==> config.mk <==
export PLATFORM = sky130hd
export DESIGN_NAME = relative_strength_index_flat
export DESIGN_NICKNAME = d
export VERILOG_FILES = /design/src/rsi_pkg.sv /design/src/rsi_if.sv /design/src/relative_strength_index.sv /design/src/flat_wrapper.sv
export VERILOG_INCLUDE_DIRS = /design/src /design/src/src
export SDC_FILE = /design/constraint.sdc
export NUM_CORES = 2
export LEC_CHECK = 0
export ABC_AREA = 1
export BUFFER_PORTS_ARGS = -buffer_cell sky130_fd_sc_hd__buf_2
export CAP_MARGIN = 20
export CELL_PAD_IN_SITES_DETAIL_PLACEMENT = 0
export CELL_PAD_IN_SITES_GLOBAL_PLACEMENT = 1
export CORE_UTILIZATION = 50
export CTS_BUF_LIST = sky130_fd_sc_hd__clkbuf_8
export CTS_CLUSTER_DIAMETER = 80
export CTS_CLUSTER_SIZE = 40
export DETAILED_ROUTE_END_ITERATION = 10
export PLACE_DENSITY_LB_ADDON = 0.12
export SLEW_MARGIN = 30
export SYNTH_ARGS = -nofsm -noshare
export SYNTH_HDL_FRONTEND = slang
export SYNTH_SLANG_ARGS = --single-unit
export TNS_END_PERCENT = 10
==> constraint.sdc <==
create_clock -name clock -period 7.9 [get_ports clock]
set_clock_uncertainty 0.15 [all_clocks]
set_input_delay 0.79 -clock clock [delete_from_list [all_inputs] [get_ports clock]]
set_output_delay 0.79 -clock clock [all_outputs]
set_load 0.05 [all_outputs]
==> src/relative_strength_index_macros.svh <==
// ---------------------------------------------------------------------------
// relative strength index assertion macros
// shared concurrent assertion forms, clocked on clock, disabled in reset
// ---------------------------------------------------------------------------
`ifndef RELATIVE_STRENGTH_INDEX_MACROS_SVH
`define RELATIVE_STRENGTH_INDEX_MACROS_SVH

// condition implies consequence in the same cycle
`define RSI_ASSERT_IMPL(label, ante, cons, msg) \
   label: assert property (@(posedge clock) disable iff (reset) (ante) |-> (cons)) \
      else $error(msg);

// condition implies consequence in the next cycle
`define RSI_ASSERT_NEXT(label, ante, cons, msg) \
   label: assert property (@(posedge clock) disable iff (reset) (ante) |=> (cons)) \
      else $error(msg);

`endif

==> src/rsi_pkg.sv <==
// ---------------------------------------------------------------------------
// rsi_pkg
// constants, control word types and the microprogram of the rsi sequencer
// ---------------------------------------------------------------------------
`default_nettype none

package rsi_pkg;

   // fixed widths and constants
   localparam int               PERIOD_BITS  = 8;
   localparam int               RATIO_BITS   = 15;
   localparam logic [7:0]       PERIOD_RESET = 8'd14;
   localparam logic [14:0]      RSI_FULL     = 15'd25600;

   // datapath operation of one step
   typedef enum logic [3:0] {
      OP_EMIT,
      OP_WAIT,
      OP_DELTA,
      OP_NOP,
      OP_MUL,
      OP_ACCUM,
      OP_LOADSUM,
      OP_DIVN,
      OP_STORE,
      OP_RATIO,
      OP_DIVR,
      OP_DONE
   } op_type;

   // jump condition of one step
   typedef enum logic [3:0] {
      COND_NEVER,
      COND_ALWAYS,
      COND_NO_ACCEPT,
      COND_START,
      COND_WARM,
      COND_MORE_WARM,
      COND_ITER,
      COND_LOSS_ZERO,
      COND_BUSY
   } cond_type;

   typedef logic [3:0] step_addr_type;

   // program addresses
   localparam step_addr_type STEP_EMIT    = 4'd0;
   localparam step_addr_type STEP_WAIT    = 4'd1;
   localparam step_addr_type STEP_DELTA   = 4'd2;
   localparam step_addr_type STEP_CHECK   = 4'd3;
   localparam step_addr_type STEP_MUL     = 4'd4;
   localparam step_addr_type STEP_ACCUM   = 4'd5;
   localparam step_addr_type STEP_LOADSUM = 4'd6;
   localparam step_addr_type STEP_DIVN    = 4'd7;
   localparam step_addr_type STEP_STORE   = 4'd8;
   localparam step_addr_type STEP_RATIO   = 4'd9;
   localparam step_addr_type STEP_DIVR    = 4'd10;
   localparam step_addr_type STEP_DONE    = 4'd11;

   typedef struct packed {
      op_type        op;
      cond_type      cond;
      step_addr_type target;
   } ctrl_word_type;

   // microprogram rom: a taken condition jumps to target, else falls through
   function automatic ctrl_word_type ucode(input step_addr_type addr);
      ctrl_word_type w;
      case (addr)
         STEP_EMIT:    w = '{OP_EMIT,    COND_BUSY,      STEP_EMIT};
         STEP_WAIT:    w = '{OP_WAIT,    COND_NO_ACCEPT, STEP_WAIT};
         STEP_DELTA:   w = '{OP_DELTA,   COND_START,     STEP_WAIT};
         STEP_CHECK:   w = '{OP_NOP,     COND_WARM,      STEP_ACCUM};
         STEP_MUL:     w = '{OP_MUL,     COND_ALWAYS,    STEP_DIVN};
         STEP_ACCUM:   w = '{OP_ACCUM,   COND_MORE_WARM, STEP_WAIT};
         STEP_LOADSUM: w = '{OP_LOADSUM, COND_NEVER,     STEP_DIVN};
         STEP_DIVN:    w = '{OP_DIVN,    COND_ITER,      STEP_DIVN};
         STEP_STORE:   w = '{OP_STORE,   COND_NEVER,     STEP_RATIO};
         STEP_RATIO:   w = '{OP_RATIO,   COND_LOSS_ZERO, STEP_EMIT};
         STEP_DIVR:    w = '{OP_DIVR,    COND_ITER,      STEP_DIVR};
         STEP_DONE:    w = '{OP_DONE,    COND_ALWAYS,    STEP_EMIT};
         default:      w = '{OP_NOP,     COND_ALWAYS,    STEP_WAIT};
      endcase
      return w;
   endfunction

endpackage

`default_nettype wire

==> src/rsi_if.sv <==
// ---------------------------------------------------------------------------
// rsi channel interfaces
// valid/ready channels for price beats in and rsi beats out
// ---------------------------------------------------------------------------
`default_nettype none

// price channel
interface rsi_req_if #(parameter int PRICE_BITS = 32) ();
   logic                  valid;
   logic                  ready;
   logic [PRICE_BITS-1:0] price;
   logic                  series_start;

   modport source (output valid, price, series_start, input ready);
   modport sink   (input valid, price, series_start, output ready);
endinterface

// rsi result channel
interface rsi_rsp_if ();
   import rsi_pkg::*;

   logic                  valid;
   logic                  ready;
   logic [RATIO_BITS-1:0] rsi_value;

   modport source (output valid, rsi_value, input ready);
   modport sink   (input valid, rsi_value, output ready);
endinterface

`default_nettype wire

==> src/relative_strength_index.sv <==
// ---------------------------------------------------------------------------
// relative_strength_index
// wilder rsi over a stream of fixed point prices, run by a microcoded
// sequencer around two lanes of a restoring divider
// ---------------------------------------------------------------------------
//
//   channel  dir  handshake           payload
//   req      in   valid/ready         price, series_start
//   rsp      out  valid/ready         rsi_value
//   csr      in   write enable only   period
//
// one beat at a time; ready is high only while the sequencer waits at the
// wait step. a smoothed beat runs the divider lanes over the averages and
// then the gain lane over the ratio; the beat that closes the warm-up first
// sums, then divides; a beat with zero average loss skips the ratio division,
// and a warm-up beat or a series start does not divide at all.
// reset is synchronous and clears the sequencer, the state and the period
// (to 14). a held result sits in the output register while the next beat
// is taken; the sequencer stalls at the emit step only if it is still full.
// ---------------------------------------------------------------------------
`default_nettype none

`include "relative_strength_index_macros.svh"

module relative_strength_index #(
   parameter int PRICE_BITS          = 32,
   parameter int EXTRA_FRACTION_BITS = 16
) (
   input  wire logic                           clock,
   input  wire logic                           reset,
   rsi_req_if.sink                             req,
   rsi_rsp_if.source                           rsp,
   input  wire logic                           csr_write_enable,
   input  wire logic [rsi_pkg::PERIOD_BITS-1:0] csr_write_data
);

   import rsi_pkg::*;

   localparam int CHANGE_BITS = PRICE_BITS + EXTRA_FRACTION_BITS;
   localparam int AVG_BITS    = CHANGE_BITS + PERIOD_BITS;
   localparam int PROD_BITS   = AVG_BITS + PERIOD_BITS;
   localparam int NUM_BITS    = AVG_BITS + RATIO_BITS;
   localparam int ITER_BITS   = $clog2(AVG_BITS + 1);
   localparam logic [ITER_BITS-1:0] ITER_AVG   = ITER_BITS'(AVG_BITS);
   localparam logic [ITER_BITS-1:0] ITER_RATIO = ITER_BITS'(RATIO_BITS);

   // sequencer
   step_addr_type              pc_ff, pc_in;
   logic [ITER_BITS-1:0]       iter_ff, iter_in;
   ctrl_word_type              cw;

   // configuration and state
   logic [PERIOD_BITS-1:0]     period_ff, period_in;
   logic [PRICE_BITS-1:0]      price_ff, price_in;
   logic                       start_ff, start_in;
   logic [PRICE_BITS-1:0]      last_price_ff, last_price_in;
   logic [PERIOD_BITS-1:0]     count_ff, count_in;
   logic [AVG_BITS-1:0]        gain_avg_ff, gain_avg_in;
   logic [AVG_BITS-1:0]        loss_avg_ff, loss_avg_in;
   logic [CHANGE_BITS-1:0]     gain_x_ff, gain_x_in;
   logic [CHANGE_BITS-1:0]     loss_x_ff, loss_x_in;

   // divider lanes
   logic [AVG_BITS:0]          rem_g_ff, rem_g_in;
   logic [AVG_BITS-1:0]        qs_g_ff, qs_g_in;
   logic [PERIOD_BITS-1:0]     rem_l_ff, rem_l_in;
   logic [AVG_BITS-1:0]        qs_l_ff, qs_l_in;
   logic [AVG_BITS:0]          sum_ff, sum_in;

   // result
   logic [RATIO_BITS-1:0]      rsi_res_ff, rsi_res_in;
   logic                       rsp_valid_ff, rsp_valid_in;
   logic [RATIO_BITS-1:0]      rsp_value_ff, rsp_value_in;

   // helpers
   logic                       accept_w;
   logic                       rsp_busy_w;
   logic                       take_w;
   logic [PERIOD_BITS-1:0]     n_w;
   logic [PERIOD_BITS-1:0]     nm1_w;
   logic [PERIOD_BITS-1:0]     count_inc_w;
   logic                       warm_w;
   logic                       more_warm_w;
   logic                       rising_w;
   logic [PRICE_BITS-1:0]      diff_up_w;
   logic [PRICE_BITS-1:0]      diff_dn_w;
   logic [PROD_BITS-1:0]       gain_num_w;
   logic [PROD_BITS-1:0]       loss_num_w;
   logic [NUM_BITS-1:0]        ratio_num_w;
   logic [AVG_BITS:0]          divisor_w;
   logic [AVG_BITS+2:0]        trial_g_w;
   logic                       qbit_g_w;
   logic [AVG_BITS:0]          rem_g_step_w;
   logic [PERIOD_BITS+1:0]     trial_l_w;
   logic                       qbit_l_w;
   logic [PERIOD_BITS-1:0]     rem_l_step_w;

   assign cw = ucode(pc_ff);

   // handshake
   assign accept_w      = req.valid & req.ready;
   assign req.ready     = (pc_ff == STEP_WAIT);
   assign rsp_busy_w    = rsp_valid_ff & ~rsp.ready;
   assign rsp.valid     = rsp_valid_ff;
   assign rsp.rsi_value = rsp_value_ff;

   // period and warm-up tests, period zero acts as one
   assign n_w         = (period_ff == '0) ? PERIOD_BITS'(1) : period_ff;
   assign nm1_w       = n_w - PERIOD_BITS'(1);
   assign count_inc_w = count_ff + PERIOD_BITS'(1);
   assign warm_w      = (count_ff < n_w);
   assign more_warm_w = (count_inc_w < n_w);

   // price change split
   assign rising_w  = (price_ff > last_price_ff);
   assign diff_up_w = price_ff - last_price_ff;
   assign diff_dn_w = last_price_ff - price_ff;

   // wilder numerators avg*(n-1)+x
   assign gain_num_w = PROD_BITS'(gain_avg_ff) * PROD_BITS'(nm1_w) + PROD_BITS'(gain_x_ff);
   assign loss_num_w = PROD_BITS'(loss_avg_ff) * PROD_BITS'(nm1_w) + PROD_BITS'(loss_x_ff);

   // ratio numerator 25600*g
   assign ratio_num_w = NUM_BITS'(gain_avg_ff) * NUM_BITS'(RSI_FULL);

   // gain lane restoring step, divisor is n or g+l
   assign divisor_w = (cw.op == OP_DIVR) ? sum_ff : (AVG_BITS + 1)'(n_w);
   assign trial_g_w = {1'b0, rem_g_ff, qs_g_ff[AVG_BITS-1]} - {2'b00, divisor_w};
   assign qbit_g_w  = ~trial_g_w[AVG_BITS+2];
   assign rem_g_step_w = qbit_g_w ? trial_g_w[AVG_BITS:0]
                                  : {rem_g_ff[AVG_BITS-1:0], qs_g_ff[AVG_BITS-1]};

   // loss lane restoring step, divisor is n
   assign trial_l_w = {1'b0, rem_l_ff, qs_l_ff[AVG_BITS-1]} - {2'b00, n_w};
   assign qbit_l_w  = ~trial_l_w[PERIOD_BITS+1];
   assign rem_l_step_w = qbit_l_w ? trial_l_w[PERIOD_BITS-1:0]
                                  : {rem_l_ff[PERIOD_BITS-2:0], qs_l_ff[AVG_BITS-1]};

   // next step
   always_comb begin
      case (cw.cond)
         COND_NEVER:     take_w = 1'b0;
         COND_ALWAYS:    take_w = 1'b1;
         COND_NO_ACCEPT: take_w = ~accept_w;
         COND_START:     take_w = start_ff;
         COND_WARM:      take_w = warm_w;
         COND_MORE_WARM: take_w = more_warm_w;
         COND_ITER:      take_w = (iter_ff != ITER_BITS'(1));
         COND_LOSS_ZERO: take_w = (loss_avg_ff == '0);
         COND_BUSY:      take_w = rsp_busy_w;
         default:        take_w = 1'b0;
      endcase
      pc_in = take_w ? cw.target : pc_ff + step_addr_type'(1);
   end

   // datapath control
   always_comb begin
      period_in     = csr_write_enable ? csr_write_data : period_ff;
      iter_in       = iter_ff;
      price_in      = price_ff;
      start_in      = start_ff;
      last_price_in = last_price_ff;
      count_in      = count_ff;
      gain_avg_in   = gain_avg_ff;
      loss_avg_in   = loss_avg_ff;
      gain_x_in     = gain_x_ff;
      loss_x_in     = loss_x_ff;
      rem_g_in      = rem_g_ff;
      qs_g_in       = qs_g_ff;
      rem_l_in      = rem_l_ff;
      qs_l_in       = qs_l_ff;
      sum_in        = sum_ff;
      rsi_res_in    = rsi_res_ff;
      rsp_valid_in  = rsp_valid_ff & ~rsp.ready;
      rsp_value_in  = rsp_value_ff;
      case (cw.op)
         OP_WAIT: begin
            if (accept_w) begin
               price_in = req.price;
               start_in = req.series_start;
            end
         end
         OP_DELTA: begin
            last_price_in = price_ff;
            if (start_ff) begin
               count_in    = '0;
               gain_avg_in = '0;
               loss_avg_in = '0;
            end else if (rising_w) begin
               gain_x_in = CHANGE_BITS'(diff_up_w) << EXTRA_FRACTION_BITS;
               loss_x_in = '0;
            end else begin
               gain_x_in = '0;
               loss_x_in = CHANGE_BITS'(diff_dn_w) << EXTRA_FRACTION_BITS;
            end
         end
         OP_MUL: begin
            rem_g_in = (AVG_BITS + 1)'(gain_num_w[PROD_BITS-1:AVG_BITS]);
            qs_g_in  = gain_num_w[AVG_BITS-1:0];
            rem_l_in = loss_num_w[PROD_BITS-1:AVG_BITS];
            qs_l_in  = loss_num_w[AVG_BITS-1:0];
            iter_in  = ITER_AVG;
         end
         OP_ACCUM: begin
            gain_avg_in = gain_avg_ff + AVG_BITS'(gain_x_ff);
            loss_avg_in = loss_avg_ff + AVG_BITS'(loss_x_ff);
            count_in    = count_inc_w;
         end
         OP_LOADSUM: begin
            rem_g_in = '0;
            qs_g_in  = gain_avg_ff;
            rem_l_in = '0;
            qs_l_in  = loss_avg_ff;
            iter_in  = ITER_AVG;
         end
         OP_DIVN: begin
            rem_g_in = rem_g_step_w;
            qs_g_in  = {qs_g_ff[AVG_BITS-2:0], qbit_g_w};
            rem_l_in = rem_l_step_w;
            qs_l_in  = {qs_l_ff[AVG_BITS-2:0], qbit_l_w};
            iter_in  = iter_ff - ITER_BITS'(1);
         end
         OP_STORE: begin
            gain_avg_in = qs_g_ff;
            loss_avg_in = qs_l_ff;
         end
         OP_RATIO: begin
            sum_in     = (AVG_BITS + 1)'(gain_avg_ff) + (AVG_BITS + 1)'(loss_avg_ff);
            rem_g_in   = (AVG_BITS + 1)'(ratio_num_w[NUM_BITS-1:RATIO_BITS]);
            qs_g_in    = {ratio_num_w[RATIO_BITS-1:0], (AVG_BITS - RATIO_BITS)'(0)};
            iter_in    = ITER_RATIO;
            rsi_res_in = RSI_FULL;
         end
         OP_DIVR: begin
            rem_g_in = rem_g_step_w;
            qs_g_in  = {qs_g_ff[AVG_BITS-2:0], qbit_g_w};
            iter_in  = iter_ff - ITER_BITS'(1);
         end
         OP_DONE: begin
            rsi_res_in = qs_g_ff[RATIO_BITS-1:0];
         end
         OP_EMIT: begin
            if (!rsp_busy_w) begin
               rsp_valid_in = 1'b1;
               rsp_value_in = rsi_res_ff;
            end
         end
         default: begin
         end
      endcase
   end

   // control and state registers
   always_ff @(posedge clock) begin
      if (reset) begin
         pc_ff         <= STEP_WAIT;
         iter_ff       <= '0;
         period_ff     <= PERIOD_RESET;
         last_price_ff <= '0;
         count_ff      <= '0;
         gain_avg_ff   <= '0;
         loss_avg_ff   <= '0;
         rsp_valid_ff  <= 1'b0;
      end else begin
         pc_ff         <= pc_in;
         iter_ff       <= iter_in;
         period_ff     <= period_in;
         last_price_ff <= last_price_in;
         count_ff      <= count_in;
         gain_avg_ff   <= gain_avg_in;
         loss_avg_ff   <= loss_avg_in;
         rsp_valid_ff  <= rsp_valid_in;
      end
   end

   // payload registers
   always_ff @(posedge clock) begin
      price_ff     <= price_in;
      start_ff     <= start_in;
      gain_x_ff    <= gain_x_in;
      loss_x_ff    <= loss_x_in;
      rem_g_ff     <= rem_g_in;
      qs_g_ff      <= qs_g_in;
      rem_l_ff     <= rem_l_in;
      qs_l_ff      <= qs_l_in;
      sum_ff       <= sum_in;
      rsi_res_ff   <= rsi_res_in;
      rsp_value_ff <= rsp_value_in;
   end

   // checks
   `RSI_ASSERT_IMPL(a_iter_live, (pc_ff == STEP_DIVN) || (pc_ff == STEP_DIVR), iter_ff != '0, "divider step count ran out")
   `RSI_ASSERT_IMPL(a_rem_below_sum, pc_ff == STEP_DIVR, rem_g_ff < sum_ff, "ratio remainder not below divisor")
   `RSI_ASSERT_NEXT(a_accept_to_delta, accept_w, pc_ff == STEP_DELTA, "accepted beat not followed by delta step")
   `RSI_ASSERT_IMPL(a_rsp_range, rsp_valid_ff, rsp_value_ff <= RSI_FULL, "rsi beat above full scale")
   `RSI_ASSERT_IMPL(a_rsp_from_emit, $rose(rsp_valid_ff), $past(pc_ff) == STEP_EMIT, "result raised outside emit step")

endmodule

`default_nettype wire

==> src/flat_wrapper.sv <==
// flat-port wrapper written by rule: the top's interface ports become plain ports
module relative_strength_index_flat import rsi_pkg::*;
#(
   parameter int PRICE_BITS          = 32,
   parameter int EXTRA_FRACTION_BITS = 16
)
  (clock, reset, csr_write_enable, csr_write_data, req_valid, req_price, req_series_start, req_ready, rsp_valid, rsp_rsi_value, rsp_ready);
  rsi_req_if #(.PRICE_BITS(PRICE_BITS)) req_i ();
  rsi_rsp_if rsp_i ();
  input  wire logic clock;
  input  wire logic reset;
  input  wire logic csr_write_enable;
  input  wire logic [rsi_pkg::PERIOD_BITS-1:0] csr_write_data;
  input wire logic [$bits(req_i.valid)-1:0] req_valid;
  input wire logic [$bits(req_i.price)-1:0] req_price;
  input wire logic [$bits(req_i.series_start)-1:0] req_series_start;
  output wire logic [$bits(req_i.ready)-1:0] req_ready;
  output wire logic [$bits(rsp_i.valid)-1:0] rsp_valid;
  output wire logic [$bits(rsp_i.rsi_value)-1:0] rsp_rsi_value;
  input wire logic [$bits(rsp_i.ready)-1:0] rsp_ready;
  assign req_i.valid = req_valid;
  assign req_i.price = req_price;
  assign req_i.series_start = req_series_start;
  assign req_ready = req_i.ready;
  assign rsp_valid = rsp_i.valid;
  assign rsp_rsi_value = rsp_i.rsi_value;
  assign rsp_i.ready = rsp_ready;
  relative_strength_index #(.PRICE_BITS(PRICE_BITS), .EXTRA_FRACTION_BITS(EXTRA_FRACTION_BITS)) u_core (.clock(clock), .reset(reset), .req(req_i), .rsp(rsp_i), .csr_write_enable(csr_write_enable), .csr_write_data(csr_write_data));
endmodule
Word-level counts from Yosys, hierarchy flattened
Memory sizes are Yosys's and may differ from the RTL's. A register that Yosys moved wholly into a read port is not among the register bits.
Cells that the tools add are included.
Operators by class
  add/subtract/negate cells: 13
  multipliers: 3
  order comparisons: 3
  equal/unequal tests: 21
  muxes and demuxes: 19
  bitwise operators: 8
  reductions and logical operators: 16
Operators by type and width (number)
  one-hot mux 56 bit (3 select lines): 3
  one-hot mux 57 bit (4 select lines): 1
  one-hot mux 56 bit (4 select lines): 1
  adder 64 x 48 -> 64 bit: 2
  multiplier 56 x 8 -> 64 bit: 2
  two-way mux 57 bit: 2
  adder 56 x 48 -> 56 bit: 2
  subtractor 32 bit: 2
  multiplier 56 x 5 -> 61 bit, second input constant: 1
  subtractor 58 x 57 -> 59 bit: 1
  adder 56 x 56 -> 57 bit: 1
  logical NOT 56 bit: 1
  two-way mux 56 bit: 1
  equality test 4 x 3 -> 1 bit, second input constant: 8
  > comparator 32 bit: 1
  one-hot mux 15 bit (2 select lines): 1
  two-way mux 8 bit: 3
  one-hot mux 8 bit (3 select lines): 1
  equality test 4 bit, second input constant: 5
  one-hot mux 6 bit (3 select lines): 1
  less-than comparator 8 bit: 2
  one-hot mux 8 bit (2 select lines): 1
  equality test 4 x 1 -> 1 bit, second input constant: 3
  equality test 4 x 2 -> 1 bit, second input constant: 3
  other kinds (19): 34
Storage, ports and cells
  bits in registers: 564
  ROM bits: 192
  bits of input ports: 46
  output and inout bits: 17
  word-level logic and storage cells: 105
  memories kept: 1
Memories
  (no name shown): depth 16, bits a word 12, rd ports 1, clocked after memory_dff 1, wr ports 0, line rsi_pkg.sv:69  | case (addr)

Longest topological paths before layout
  depth after elaboration: 6
  gate-level depth with buffers: 35
  gate-level depth less buffers: 32

Worst setup path after synthesis
No wires, ideal clock.
  path kind: register to register
  from: reg u_core.period_ff[2]
  to: reg u_core.qs_l_ff[47], data pin
  library setup time: 258 ps
  arrival time: 5953 ps
  required time: 7492 ps
  slack: 1539 ps
  stages on the path, launching flop included: 35
  buffers on the path: 3
  clock period less this slack: 6361 ps
  cells stage by stage: dfxtp_1 nor2_2 nand2_1 o21ai_2 inv_2 clkbuf_1 ha_1 inv_1 nand2_1 nand2_1 clkbuf_1 buf_1 nor2_1 fa_1 inv_1 fa_1 inv_1 fa_1 inv_1 fa_1 inv_1 ha_1 nand2_1 nor2_1 inv_1 nor3_1 nand3_1 o21ai_1 nand2_1 nand2_1 nand2_1 nand2_1 a21oi_1 o21ai_0 nand2_1
On the way
  longest elaborated chain between the ends: 6
Ends and longest elaborated chain
  from (decl): line relative_strength_index.sv:53  | logic [PERIOD_BITS-1:0] period_ff, period_in;
  from (signal assigned): line relative_strength_index.sv:267  | period_ff <= period_in;
  logical NOT 8 bit: line relative_strength_index.sv:108  | assign n_w = (period_ff == '0) ? PERIOD_BITS'(1) : period_ff;
  two-way mux 8 bit *: line relative_strength_index.sv:108
  subtractor 8 x 1 -> 8 bit *: line relative_strength_index.sv:109  | assign nm1_w = n_w - PERIOD_BITS'(1);
  multiplier 56 x 8 -> 64 bit *: line relative_strength_index.sv:121  | assign loss_num_w = PROD_BITS'(loss_avg_ff) * PROD_BITS'(nm1_w) + PROD_BITS'(loss_x_ff);
  adder 64 x 48 -> 64 bit *: line relative_strength_index.sv:121
  one-hot mux 56 bit (3 select lines) *: line relative_strength_index.sv:176  | case (cw.op)
  via u_core.qs_l_in[47]: line relative_strength_index.sv:67  | logic [AVG_BITS-1:0] qs_l_ff, qs_l_in;
  to (signal assigned): line relative_strength_index.sv:285  | qs_l_ff <= qs_l_in;
  to (decl): line relative_strength_index.sv:67
The timed path passes the listed nets; every way through them passes the cells marked *.
A chain may end at the register's enable or synchronous reset.

Worst setup path in the final report
  from: reg u_core.period_ff[7]
  to: reg u_core.qs_g_ff[42], data pin
On the way
  longest elaborated chain between the ends: 6
Ends and longest elaborated chain
  logical NOT 8 bit: line relative_strength_index.sv:108
  two-way mux 8 bit *: line relative_strength_index.sv:108
  subtractor 8 x 1 -> 8 bit *: line relative_strength_index.sv:109
  multiplier 56 x 8 -> 64 bit *: line relative_strength_index.sv:120  | assign gain_num_w = PROD_BITS'(gain_avg_ff) * PROD_BITS'(nm1_w) + PROD_BITS'(gain_x_ff);
  adder 64 x 48 -> 64 bit *: line relative_strength_index.sv:120
  one-hot mux 56 bit (4 select lines) *: line relative_strength_index.sv:176
  via u_core.qs_g_in[42]: line relative_strength_index.sv:65  | logic [AVG_BITS-1:0] qs_g_ff, qs_g_in;
  to (signal assigned): line relative_strength_index.sv:283  | qs_g_ff <= qs_g_in;
  to (decl): line relative_strength_index.sv:65
Marks and branches as above.

==> impl_metrics.json <==
{
  "status": "completed",
  "max_freq_mhz": 130.7,
  "worstSkewPairLatency_ps": 910,
  "finalWirelength_mm": 312.1,
  "max_slew.worst_pin.slew_ps": 1181,
  "cts.sinks": 544,
  "synth_ff_type": "edfxtp_1",
  "async_flop_share": 0,
  "grt_pass1_wl_mm": 457.3,
  "grt_max_degree": 79,
  "cp_slowest_stage_delay_ps": 600,
  "grt_overflow": 0,
  "leakagePower_nw": 38.00,
  "synth_cell_types": 63,
  "cp-start-kind": "register",
  "power_density_mw_per_mm2": 270.1,
  "postSynthCellCount": 10496,
  "ys_warn_count": 0,
  "setup_viol": 0,
  "post-dp-hpwl_mm": 256.9,
  "dieArea_mm2": 0.1539,
  "crit_slowest_cell": "o21ai_0",
  "start_util": 0.5063,
  "cts_resized": 0,
  "remaining_drc_errors": 0,
  "hold_path.class": "in -> reg",
  "antenna_found_initial": 15,
  "synth_edf_count": 361,
  "cts.clk_slew.worst_paths_ps": 140,
  "core_area_mm2": 0.1505,
  "cts_setup_buffers": 0,
  "grt_pass1_vias": 72082,
  "finalMaxSlewViolations": 0,
  "cp_data_required_time_ps": 8340,
  "cts_hold_buffers": 37,
  "critical_path_arrival_ps": 8090,
  "syn_area_mm2": 0.07619,
  "min_period_ps": 7649,
  "syn_nets": 11965,
  "row_count": 142,
  "gr-usage-all-layers": 0.4025,
  "die_w_um": 392.4,
  "drtIter0Drc": 7133,
  "ir_drop_uv": 379.8,
  "drive_above_1_share": 0.03865,
  "ys_seq_elements": 544,
  "cts_max_path_buffers": 3,
  "place_ws_ps": 464.0,
  "cts_root_buffer": "clkbuf_8",
  "ioPinCount": 63,
  "path_buf_inv": 8,
  "rsz0062_at_grt": "false",
  "io_buffers": 62,
  "firstDrtPassIters": 7,
  "gp_congestion": 1.027,
  "cts_tree": "yes",
  "path_class": "reg -> reg",
  "htreeDepth": 2,
  "ant_nets": 0,
  "end_kind": "register",
  "critical_path.max_fanout": 76,
  "hold_viol": 0,
  "numCtsBuffers": 56,
  "routed_via_density": 5.818,
  "die_y_um": 392.4,
  "fin_tns_setup_ps": 0,
  "ys_seq_area_frac": 0.1904,
  "max_cap_violations": 0,
  "slew_headroom": 0.2046,
  "vias": 73187,
  "areaGrowthSynthToFinish_pct": 6.344,
  "wl_per_cell_um": 24.81,
  "syn_area_per_cell_um2": 7.259,
  "nets": 11976,
  "crit_family": "adder cells",
  "fin_crit_sh": 0.9683,
  "setup_ws_ps": 250.6
}
==> final cells by class <==
class,count,area [um2]
Fill cell,14865,69470
Multi-Input combinational cell,7533,52600
Sequential cell,544,14500
Inverter,2167,8138
Tap cell,2016,2522
Timing Repair Buffer,205,1608
Clock inverter,49,844.6
Clock buffer,57,784.5
Antenna cell,8,20.02
==> cells by family (layout without fill, tap and decap cells) <==
family | after synthesis | count (layout) | share of synthesized area
compound gates | 2061 | 2061 | 0.1537
xor+xnor | 168 | 168 | 0.01931
fa+ha+maj | 1423 | 1423 | 0.3098
buf+inv | 2419 | 2478 | 0.1210
flops | 544 | 544 | 0.1904
other cells | 0 | 8 | 0
simple gates | 3881 | 3881 | 0.2058
==> per-layer routing <==
layer / vias to the layer above / part of all wire / global-route usage
met1: 35401 / 0.39 / 0.5062
met4: 14 / 0.073 / 0.2474
met5: - / 0.00028 / 0
met3: 786 / 0.095 / 0.08997
met2: 3486 / 0.44 / 0.6286
li1: 33500 / - / -
==> registers in the layout (all words and copies together) (netlist names) <==
signal,cells
u_core.pc_ff,4
u_core.rem_l_ff,8
u_core.sum_ff,57
u_core.period_ff,8
u_core.rsp.rsi_value,15
u_core.rsi_res_ff,15
u_core.gain_avg_ff,56
u_core.iter_ff,6
u_core.qs_l_ff,56
u_core.count_ff,8
u_core.gain_x_ff,32
u_core.price_ff,32
u_core.start_ff,1
u_core.loss_avg_ff,56
u_core.rsp.valid,1
u_core.qs_g_ff,56
u_core.rem_g_ff,57
u_core.loss_x_ff,32
u_core.last_price_ff,32
u_core.cw,12
==> synth_stat cells, drive strengths merged, types with 28 or more instances <==
cell / n / area (um2)
a21boi: 38 / 296.5
dfxtp: 183 / 3664
a21oi: 822 / 4118
nand3: 314 / 1597
xnor2: 57 / 499.2
o211ai: 73 / 598.1
fa: 772 / 15450
nor4: 33 / 212.7
nor2: 1463 / 5554
nor3: 75 / 385.4
ha: 651 / 8145
xor2: 111 / 972.2
buf: 88 / 466.7
a31oi: 152 / 950.9
o21bai: 66 / 495.5
nand4: 73 / 456.7
a22oi: 48 / 360.4
a21o: 76 / 570.6
o221ai: 31 / 271.5
o21a: 28 / 210.2
clkbuf: 164 / 620.6
o21ai: 668 / 3358
inv: 2147 / 8059
edfxtp: 361 / 10840
nand2: 1838 / 6927
or2: 49 / 306.6
==> through the flow <==
stage               utilization  power [W]  hold slack, ps  std cells  cell area [um2]
finish                   0.5384    0.02188           49.13      12579            81020
global route             0.5383    0.02331           71.14      12573            81010
CTS                      0.5380    0.02149        0.006661      12570            80970
detailed placement       0.5248    0.01884           255.4      12427            78970
global placement         0.5247    0.01870           258.6      12427            78960
floorplan                     -    0.01366           250.3      10496            76190
==> worst register-to-register path, delay by kind of cell, from the launching register on <==
family                   cells  cell delay [ps]
AO/OA/AOI/OAI                6             1750
buffers and inverters        8             1470
adder cells (fa/ha/maj)      6             2540
flip-flops                   1              360
AND/OR/NAND/NOR              7             1050
==> placed cells by master (no fill, tap or decap), types with 152 or more instances in the layout <==
| master | netlist | layout |
|---|---|---|
| a21oi_1 | 821 | 821 |
| a31oi_1 | 152 | 152 |
| dfxtp_1 | 183 | 183 |
| edfxtp_1 | 361 | 361 |
| fa_1 | 772 | 772 |
| ha_1 | 651 | 650 |
| inv_1 | 2130 | 2127 |
| nand2_1 | 1829 | 1823 |
| nand3_1 | 309 | 308 |
| nor2_1 | 1448 | 1441 |
| o21ai_0 | 637 | 629 |
==> report_power, final <==
group / switching, W / leakage (nW) / internal (W)
Sequential: 0.000734 / 4.83 / 0.00403
Combinational: 0.0102 / 32.4 / 0.00431
Clock: 0.00158 / 0.788 / 0.000996
==> final timing paths <==
path                            cells past startpoint                  endpoint                   from  slack (ps)
worst min register to register                      0  u_core.rsp.rsi_value[14]  u_core.rsi_res_ff[14]         290
worst min-delay path                                3       u_core.period_ff[3]      csr_write_data[3]          50
worst max register to register                     27        u_core.qs_g_ff[42]    u_core.period_ff[7]         250
worst max-delay path                               27        u_core.qs_g_ff[42]    u_core.period_ff[7]         250
Note: power is estimated with default switching activity, not from simulation.
